<file path="src/design/button_debounce_hold_detector_core_defines.svh">
// Assertion macros for the button debounce and hold detector core.
// Depends on nothing; included by the modules that carry assertions.
`ifndef BUTTON_DEBOUNCE_HOLD_DETECTOR_CORE_DEFINES_SVH
`define BUTTON_DEBOUNCE_HOLD_DETECTOR_CORE_DEFINES_SVH

// same-cycle implication, disabled during reset
`define BDHD_ASSERT_IMP(label, clk, rstn, ante, cons) \
    label: assert property (@(posedge clk) disable iff (!(rstn)) (ante) |-> (cons)) \
        else $error("bdhd assertion failed");

// next-cycle implication, disabled during reset
`define BDHD_ASSERT_NXT(label, clk, rstn, ante, cons) \
    label: assert property (@(posedge clk) disable iff (!(rstn)) (ante) |=> (cons)) \
        else $error("bdhd assertion failed");

`endif

</file>
<file path="src/design/bdhd_pkg.sv">
// Shared types, constants and time compare for the button debounce core.
// No dependencies.
`default_nettype none

package bdhd_pkg;

    localparam int MAX_BUTTONS = 8;
    localparam int PIN_W       = 4;
    localparam int TIME_W      = 32;
    localparam int HOLD_W      = 31;
    localparam int ID_W        = 2;
    localparam int DEB_W       = 16;
    localparam int REQ_W       = 2;
    localparam int IN_TDATA_W  = 80;
    localparam int OUT_TDATA_W = 8;
    localparam logic [DEB_W-1:0] DEBOUNCE_RESET = 16'd50;

    typedef enum logic [REQ_W-1:0] {
        REQ_POLL   = 2'd0,
        REQ_HOLD   = 2'd1,
        REQ_RESYNC = 2'd2
    } req_t;

    typedef struct packed {
        req_t              req;
        logic [TIME_W-1:0] now_ms;
        logic [PIN_W-1:0]  pin_levels;
        logic [PIN_W-1:0]  edge_flags;
        logic [ID_W-1:0]   button_id;
        logic [HOLD_W-1:0] hold_ms;
    } item_t;

    function automatic logic elapsed_at_least(input logic [TIME_W-1:0] now,
                                              input logic [TIME_W-1:0] start,
                                              input logic [TIME_W-1:0] limit);
        logic [TIME_W-1:0] diff;
        diff = now - start;
        return !diff[TIME_W-1] && (diff >= limit);
    endfunction

endpackage

`default_nettype wire

</file>
<file path="src/design/button_debounce_hold_detector_core.sv">
// Debounces NUM_BUTTONS buttons from timestamped poll items and answers
// once-per-press hold queries. One item is taken every clock cycle unless
// input stalls. An item lands in the input register at its transfer; all
// buttons update side by side from it and the result is loaded into the
// output register as the item advances. The output register parts the two
// sides, so one more item is taken while a result waits; input stalls only
// when both registers are full. The debounce_ms register is written
// through cfg_* (always ready, reset 50); the user must write it only while
// no item is in flight, as the block does not enforce this. Depends on
// bdhd_pkg, bdhd_lane and the defines header.
`default_nettype none

`include "button_debounce_hold_detector_core_defines.svh"

module button_debounce_hold_detector_core #(
    parameter int NUM_BUTTONS = 4
) (
    input  wire logic                                aclk,
    input  wire logic                                aresetn,
    input  wire logic                                s_tvalid,
    output logic                                     s_tready,
    // now_ms[31:0], pin_levels[35:32], edge_flags[39:36], button_id[41:40],
    // hold_ms[72:42], zero fill[79:73]
    input  wire logic [bdhd_pkg::IN_TDATA_W-1:0]     s_tdata,
    // req_type[1:0]
    input  wire logic [bdhd_pkg::REQ_W-1:0]          s_tuser,
    output logic                                     m_tvalid,
    input  wire logic                                m_tready,
    // stable_levels[3:0], hold_fired[4], zero fill[7:5]
    output logic [bdhd_pkg::OUT_TDATA_W-1:0]         m_tdata,
    input  wire logic                                cfg_valid,
    output logic                                     cfg_ready,
    input  wire logic [bdhd_pkg::DEB_W-1:0]          cfg_data
);

    localparam int MAXB = bdhd_pkg::MAX_BUTTONS;

    logic                              in_valid_reg;
    bdhd_pkg::item_t                   in_item_reg;
    bdhd_pkg::item_t                   s_item;
    logic                              m_valid_reg;
    logic [bdhd_pkg::OUT_TDATA_W-1:0]  m_data_reg, m_data_next;
    logic [bdhd_pkg::DEB_W-1:0]        debounce_reg;
    logic                              advance;
    logic                              s_xfer;
    logic [MAXB-1:0]                   pin_ext, edge_ext, stable_ext;
    logic [NUM_BUTTONS-1:0]            stable_vec, fire_vec;
    logic                              hold_fired;

    assign s_item.req        = bdhd_pkg::req_t'(s_tuser);
    assign s_item.now_ms     = s_tdata[31:0];
    assign s_item.pin_levels = s_tdata[35:32];
    assign s_item.edge_flags = s_tdata[39:36];
    assign s_item.button_id  = s_tdata[41:40];
    assign s_item.hold_ms    = s_tdata[72:42];

    assign advance   = in_valid_reg && (!m_valid_reg || m_tready);
    assign s_tready  = !in_valid_reg || advance;
    assign s_xfer    = s_tvalid && s_tready;
    assign cfg_ready = 1'b1;
    assign m_tvalid  = m_valid_reg;
    assign m_tdata   = m_data_reg;

    always_ff @(posedge aclk) begin
        if (!aresetn) begin
            debounce_reg <= bdhd_pkg::DEBOUNCE_RESET;
        end else if (cfg_valid) begin
            debounce_reg <= cfg_data;
        end
    end

    // input register
    always_ff @(posedge aclk) begin
        if (!aresetn) begin
            in_valid_reg <= 1'b0;
        end else if (s_xfer) begin
            in_valid_reg <= 1'b1;
        end else if (advance) begin
            in_valid_reg <= 1'b0;
        end
    end

    always_ff @(posedge aclk) begin
        if (s_xfer) begin
            in_item_reg <= s_item;
        end
    end

    assign pin_ext  = MAXB'(in_item_reg.pin_levels);
    assign edge_ext = MAXB'(in_item_reg.edge_flags);

    for (genvar i = 0; i < NUM_BUTTONS; i++) begin : g_lane
        bdhd_lane #(
            .LANE (i)
        ) u_lane (
            .aclk        (aclk),
            .aresetn     (aresetn),
            .en          (advance),
            .item        (in_item_reg),
            .level       (pin_ext[i]),
            .edge_seen   (edge_ext[i]),
            .debounce_ms (debounce_reg),
            .stable_next (stable_vec[i]),
            .fire        (fire_vec[i])
        );
    end

    always_comb begin
        stable_ext                  = '0;
        stable_ext[NUM_BUTTONS-1:0] = stable_vec;
    end

    assign hold_fired  = |fire_vec;
    assign m_data_next = {3'b000, hold_fired, stable_ext[bdhd_pkg::PIN_W-1:0]};

    // output register
    always_ff @(posedge aclk) begin
        if (!aresetn) begin
            m_valid_reg <= 1'b0;
        end else if (advance) begin
            m_valid_reg <= 1'b1;
        end else if (m_tready) begin
            m_valid_reg <= 1'b0;
        end
    end

    always_ff @(posedge aclk) begin
        if (advance) begin
            m_data_reg <= m_data_next;
        end
    end

    `BDHD_ASSERT_IMP(a_fire_only_on_query, aclk, aresetn, advance && hold_fired, in_item_reg.req == bdhd_pkg::REQ_HOLD)
    `BDHD_ASSERT_IMP(a_fire_one_button, aclk, aresetn, advance, $onehot0(fire_vec))
    `BDHD_ASSERT_IMP(a_stall_cause, aclk, aresetn, !s_tready, in_valid_reg && m_valid_reg && !m_tready)
    `BDHD_ASSERT_NXT(a_result_follows, aclk, aresetn, advance, m_tvalid && (m_tdata == $past(m_data_next)))

endmodule

`default_nettype wire

</file>
<file path="src/design/bdhd_lane.sv">
// Per-button debounce and hold state with its combinational next-state update.
// Depends on bdhd_pkg.
`default_nettype none

module bdhd_lane #(
    parameter int LANE = 0
) (
    input  wire logic                         aclk,
    input  wire logic                         aresetn,
    input  wire logic                         en,
    input  wire bdhd_pkg::item_t              item,
    input  wire logic                         level,
    input  wire logic                         edge_seen,
    input  wire logic [bdhd_pkg::DEB_W-1:0]   debounce_ms,
    output logic                              stable_next,
    output logic                              fire
);

    logic                            raw_reg, raw_next;
    logic                            stable_reg;
    logic [bdhd_pkg::TIME_W-1:0]     since_reg, since_next;
    logic [bdhd_pkg::TIME_W-1:0]     press_reg, press_next;
    logic                            done_reg, done_next;
    logic                            chg;
    logic                            sel;

    assign sel = (int'(item.button_id) == LANE);

    always_comb begin
        raw_next    = raw_reg;
        since_next  = since_reg;
        press_next  = press_reg;
        done_next   = done_reg;
        stable_next = stable_reg;
        fire        = 1'b0;
        chg         = edge_seen || (level != raw_reg);
        unique case (item.req)
            bdhd_pkg::REQ_POLL: begin
                if (chg) begin
                    raw_next   = level;
                    since_next = item.now_ms;
                end
                if ((raw_next != stable_reg) &&
                    bdhd_pkg::elapsed_at_least(item.now_ms, since_next,
                                               bdhd_pkg::TIME_W'(debounce_ms))) begin
                    stable_next = raw_next;
                    if (raw_next) begin
                        press_next = since_next;
                        done_next  = 1'b0;
                    end
                end
            end
            bdhd_pkg::REQ_HOLD: begin
                if (sel && stable_reg && !done_reg &&
                    bdhd_pkg::elapsed_at_least(item.now_ms, press_reg,
                                               bdhd_pkg::TIME_W'(item.hold_ms))) begin
                    fire      = 1'b1;
                    done_next = 1'b1;
                end
            end
            bdhd_pkg::REQ_RESYNC: begin
                raw_next    = level;
                stable_next = level;
                since_next  = item.now_ms;
                press_next  = item.now_ms;
                done_next   = level;
            end
            default: begin
            end
        endcase
    end

    always_ff @(posedge aclk) begin
        if (!aresetn) begin
            raw_reg    <= 1'b0;
            stable_reg <= 1'b0;
            since_reg  <= '0;
            press_reg  <= '0;
            done_reg   <= 1'b0;
        end else if (en) begin
            raw_reg    <= raw_next;
            stable_reg <= stable_next;
            since_reg  <= since_next;
            press_reg  <= press_next;
            done_reg   <= done_next;
        end
    end

endmodule

`default_nettype wire
</file>
<file path="config.mk">
export PLATFORM = sky130hd
export DESIGN_NAME = button_debounce_hold_detector_core
export DESIGN_NICKNAME = d
export VERILOG_FILES = /design/src/design/bdhd_pkg.sv /design/src/design/button_debounce_hold_detector_core.sv /design/src/design/bdhd_lane.sv
export VERILOG_INCLUDE_DIRS = /design/src /design/src/design
export SDC_FILE = /design/constraint.sdc
export NUM_CORES = 2
export LEC_CHECK = 0
export ABC_AREA = 1
export BUFFER_PORTS_ARGS = -buffer_cell sky130_fd_sc_hd__buf_4
export CAP_MARGIN = 25
export CORE_MARGIN = 5
export CORE_UTILIZATION = 34
export CTS_BUF_LIST = sky130_fd_sc_hd__clkbuf_4
export DETAILED_ROUTE_END_ITERATION = 16
export PLACE_DENSITY_LB_ADDON = 0.2
export SYNTH_ARGS = -nofsm -noshare
export SYNTH_HDL_FRONTEND = slang
export SYNTH_SLANG_ARGS = --single-unit
</file>
<file path="constraint.sdc">
create_clock -name aclk -period 6.2 [get_ports aclk]
set_input_delay 0.62 -clock aclk [delete_from_list [all_inputs] [get_ports aclk]]
set_output_delay 0.62 -clock aclk [all_outputs]
set_load 0.05 [all_outputs]
</file>
==> metrics.txt <==
total global routing track utilization 24.9%; top achievable clock speed 174 MHz; crit path max-delay cell type edfxtp_1; leakage slightly above 20 nW; core area just over 100,000 µm²; routed wire length 144,000 µm; Detail Placement HPWL 116,000 µm; antenna violations before repair 6; DR iter-0 viols a little over 3,000; vias in the first global route 36,000; largest family of logic cells by synthesized area simple AND/OR/NAND/NOR gates; TritonRoute pass-1 iters 5; Cell Rows around 120; syn_area_per_cell 6.35 µm²; Post-layout nets 6,377; Reg power frac 29.3%; adder and majority cell fraction of the synthesized area 14.3%; number of setup violations in the final report 0; number of cells produced by synthesis approximately 5,600; H-tree Lvls 3; switching power of the nets 3.95 mW; min Tclk post-route 5.73 ns; post-synthesis share of cell area spent on xor and xnor gates 4.53%; Maximum Capacitance Violations 0; maximum buffer depth of the clock tree 3; kind of critical path reg2reg; relative slew slack 18.2%; chip width about 330 µm; non-filler instance count after layout 7,341; cell-internal power 5.14 mW; mean routed wirelength per cell 19.7 µm; clock transition time at the flip-flop clock pins of the worst setup and hold paths 0.06 ns; DRC errors left 0; Port Buf Inserts 102; status completed; clock tree from TritonCTS built; final max-slew violation count 0; Hold Worst Slack 0.125 ns; Final Skew 0.0916 ns; sequential fraction of the synthesis area 22.9%; wire length of the first global-routing pass 213,000 µm; Most used DFF post-synth dfxtp_1; cell area after synthesis ~36,000 µm²; total I/O pin count 114; endpoint required time on the critical path 7.10 ns; number of hold violations in the final report 0; power density over the cells about 220 nW/µm²; number of antenna-violating nets in the routed design 0; Yosys warning total 0; flip-flop and latch count after synthesis 366; FFs w/ async S/R, synth 0%; layout cells sized above 1 ~7.7%; Syn-to-layout area delta 14.4%; Root Buffer Master clkbuf_4; area of the die 111,000 µm²; setup repair after global routing missed its margin false; basic-gate share of the synthesized area counting and, or, nand and nor cells between 20 and 30%; Clk network pwr share 26.6%; starting density of the core 34.3%; HP Class in2reg; maximum number of pins on one net before global-route repair ~160; CTS Buf Count 110; number of clock sinks 366; arrival time reported for the critical path endpoint 6.63 ns; slack of the worst reg-to-reg path 0.47 ns; post-CTS setup buffer count 0; average via count per standard cell 5.18; number of enable-type register cells in the synthesized netlist 80; die outline height between 300 and 400 µm; share of total power in combinational logic 44.0%; Slowest Stage Delay on Critical Path 0.41 ns; Least-Margin Pin Slew approximately 1.2 ns; final global-route overflow total 0; final clock period utilization by the worst path 92.5%; mux cell area share after synthesis 0%; share of total power consumed by net switching 43.4%; Worst IR Drop VDD 0.120 mV; worst-path maximum fanout 5; Total Negative Setup Slacks 0 ns; fraction of the mapped netlist area in compound gates a little under a fifth; CP dominant cell by count nand2_1; CP startpoint kind flop; number of instances in the placed design 7,025; Final Wtd Congestion 0.962; critical path endpoint category flop; post-synthesis cell type count 57; clock network latency to the later pin of the worst-skew pair 1.02 ns; total number of vias 38,000
## cells in the final DEF, fill, tap and decap left out, types with 6 or more instances in the layout
master / Yosys / final
nand2_1: 1375 / 1375
inv_1: 846 / 845
o21ai_0: 534 / 534
nor2_1: 479 / 477
a21oi_1: 452 / 452
ha_1: 400 / 399
dfxtp_1: 286 / 286
nand3_1: 284 / 282
buf_4: 15 / 199
clkbuf_4: 0 / 163
xor2_1: 131 / 131
dlygate4sd3_1: 0 / 111
o21bai_1: 83 / 83
nor3_1: 80 / 80
edfxtp_1: 80 / 80
nand4_1: 77 / 77
xnor2_1: 53 / 53
a31oi_1: 30 / 30
o211ai_1: 29 / 29
clkinv_1: 4 / 24
o21ai_1: 23 / 23
a211oi_1: 22 / 22
a21boi_0: 21 / 21
nand2_2: 18 / 18
nor4_1: 17 / 17
inv_2: 13 / 15
nand3_2: 13 / 15
nand3b_1: 10 / 10
o21a_1: 9 / 9
a21o_1: 8 / 8
clkinv_2: 0 / 8
o31ai_1: 8 / 8
nand2_4: 7 / 7
nor2_2: 6 / 7
diode_2: 0 / 6
buf_12: 0 / 6
## worst max-delay path: cells and delay by family, from the launching register on
kind	cells	cell delay (ns)
AOI/OAI and AO/OA	10	2.27
and+or+nand+nor	12	1.47
adders and majority gates	3	0.88
buffers and inverters	4	0.45
DFF	1	0.41
xor gates and xnor gates	1	0.16
## final timing paths
check / depth (start not counted) / end / start
max: 30 / g_lane[3].u_lane.done_reg / in_item_reg[41]
min: 3 / debounce_reg[8] / aresetn
max reg2reg: 30 / g_lane[3].u_lane.done_reg / in_item_reg[41]
min reg2reg: 2 / g_lane[3].u_lane.press_reg[17] / g_lane[3].u_lane.press_reg[17]
## routing by layer
layer | part of all wire (%) | vias to the layer above | GRT usage [%]
met4 | 2.9 | 4 | 7.50
met1 | 46 | 17600 | 34.2
li1 | - | 19000 | -
met5 | 0.017 | - | 0
met3 | 6.1 | 215 | 3.48
met2 | 45 | 1136 | 40.6
## per-stage QoR
| stage | total power, mW | utilization, % | worst slack, ns | instance area, µm² |
|---|---|---|---|---|
| after floorplan | 5.36 | - | 1.80 | 35600 |
| after global placement | 6.57 | 36.8 | 0.497 | 38200 |
| after global routing | 9.78 | 39.2 | 0.00665 | 40700 |
| after CTS | 9.14 | 39.2 | 0.447 | 40600 |
| final | 9.09 | 39.2 | 0.466 | 40700 |
| after detailed placement | 6.61 | 36.8 | 0.493 | 38200 |
## power by group through the flow
stage          sequential [mW]  clock (mW)  combinational, mW
2_1_floorplan             2.70           0               2.66
3_3_place_gp              2.71           0               3.86
3_5_place_dp              2.71           0               3.90
4_1_cts                   2.66        2.51               3.97
5_1_grt                   2.68        2.62               4.48
6_report                  2.67        2.42               4.00
## final cells by class
type                    count  area (µm²)
diodes                      6        15.0
clock buffers             162        1220
fillers                 11500       63000
repair buffers            318        2740
clock inverters            35         168
inverters                 864        3250
multi-input cells        4210       23400
flip-flops and latches    366        8130
well taps                1380        1730
## kinds of logic after synthesis
kind of cell / count (synthesis)
compound gates: 1243
xor+xnor: 184
fa+ha+maj: 404
buf+inv: 1027
flops: 366
other cells: 2
simple gates: 2375
## synthesized netlist by cell type, types with 23 or more instances
cell      instances  area (µm²)
o21ai_1          23         115
a21oi_1         452        2260
o211ai_1         29         218
o21ai_0         534        2670
xnor2_1          53         464
ha_1            400        5000
nand2_1        1375        5160
nand3_1         284        1420
dfxtp_1         286        5730
nor2_1          479        1800
nor3_1           80         400
xor2_1          131        1150
clkbuf_1        104         390
nand4_1          77         482
a31oi_1          30         188
inv_1           846        3180
o21bai_1         83         623
edfxtp_1         80        2400
## repair_timing
item                      CTS  global route
resized for setup           0             0
hold endpoints to repair   93             0
hold buffers              111             0
Power figures use the tool's default switching activity.
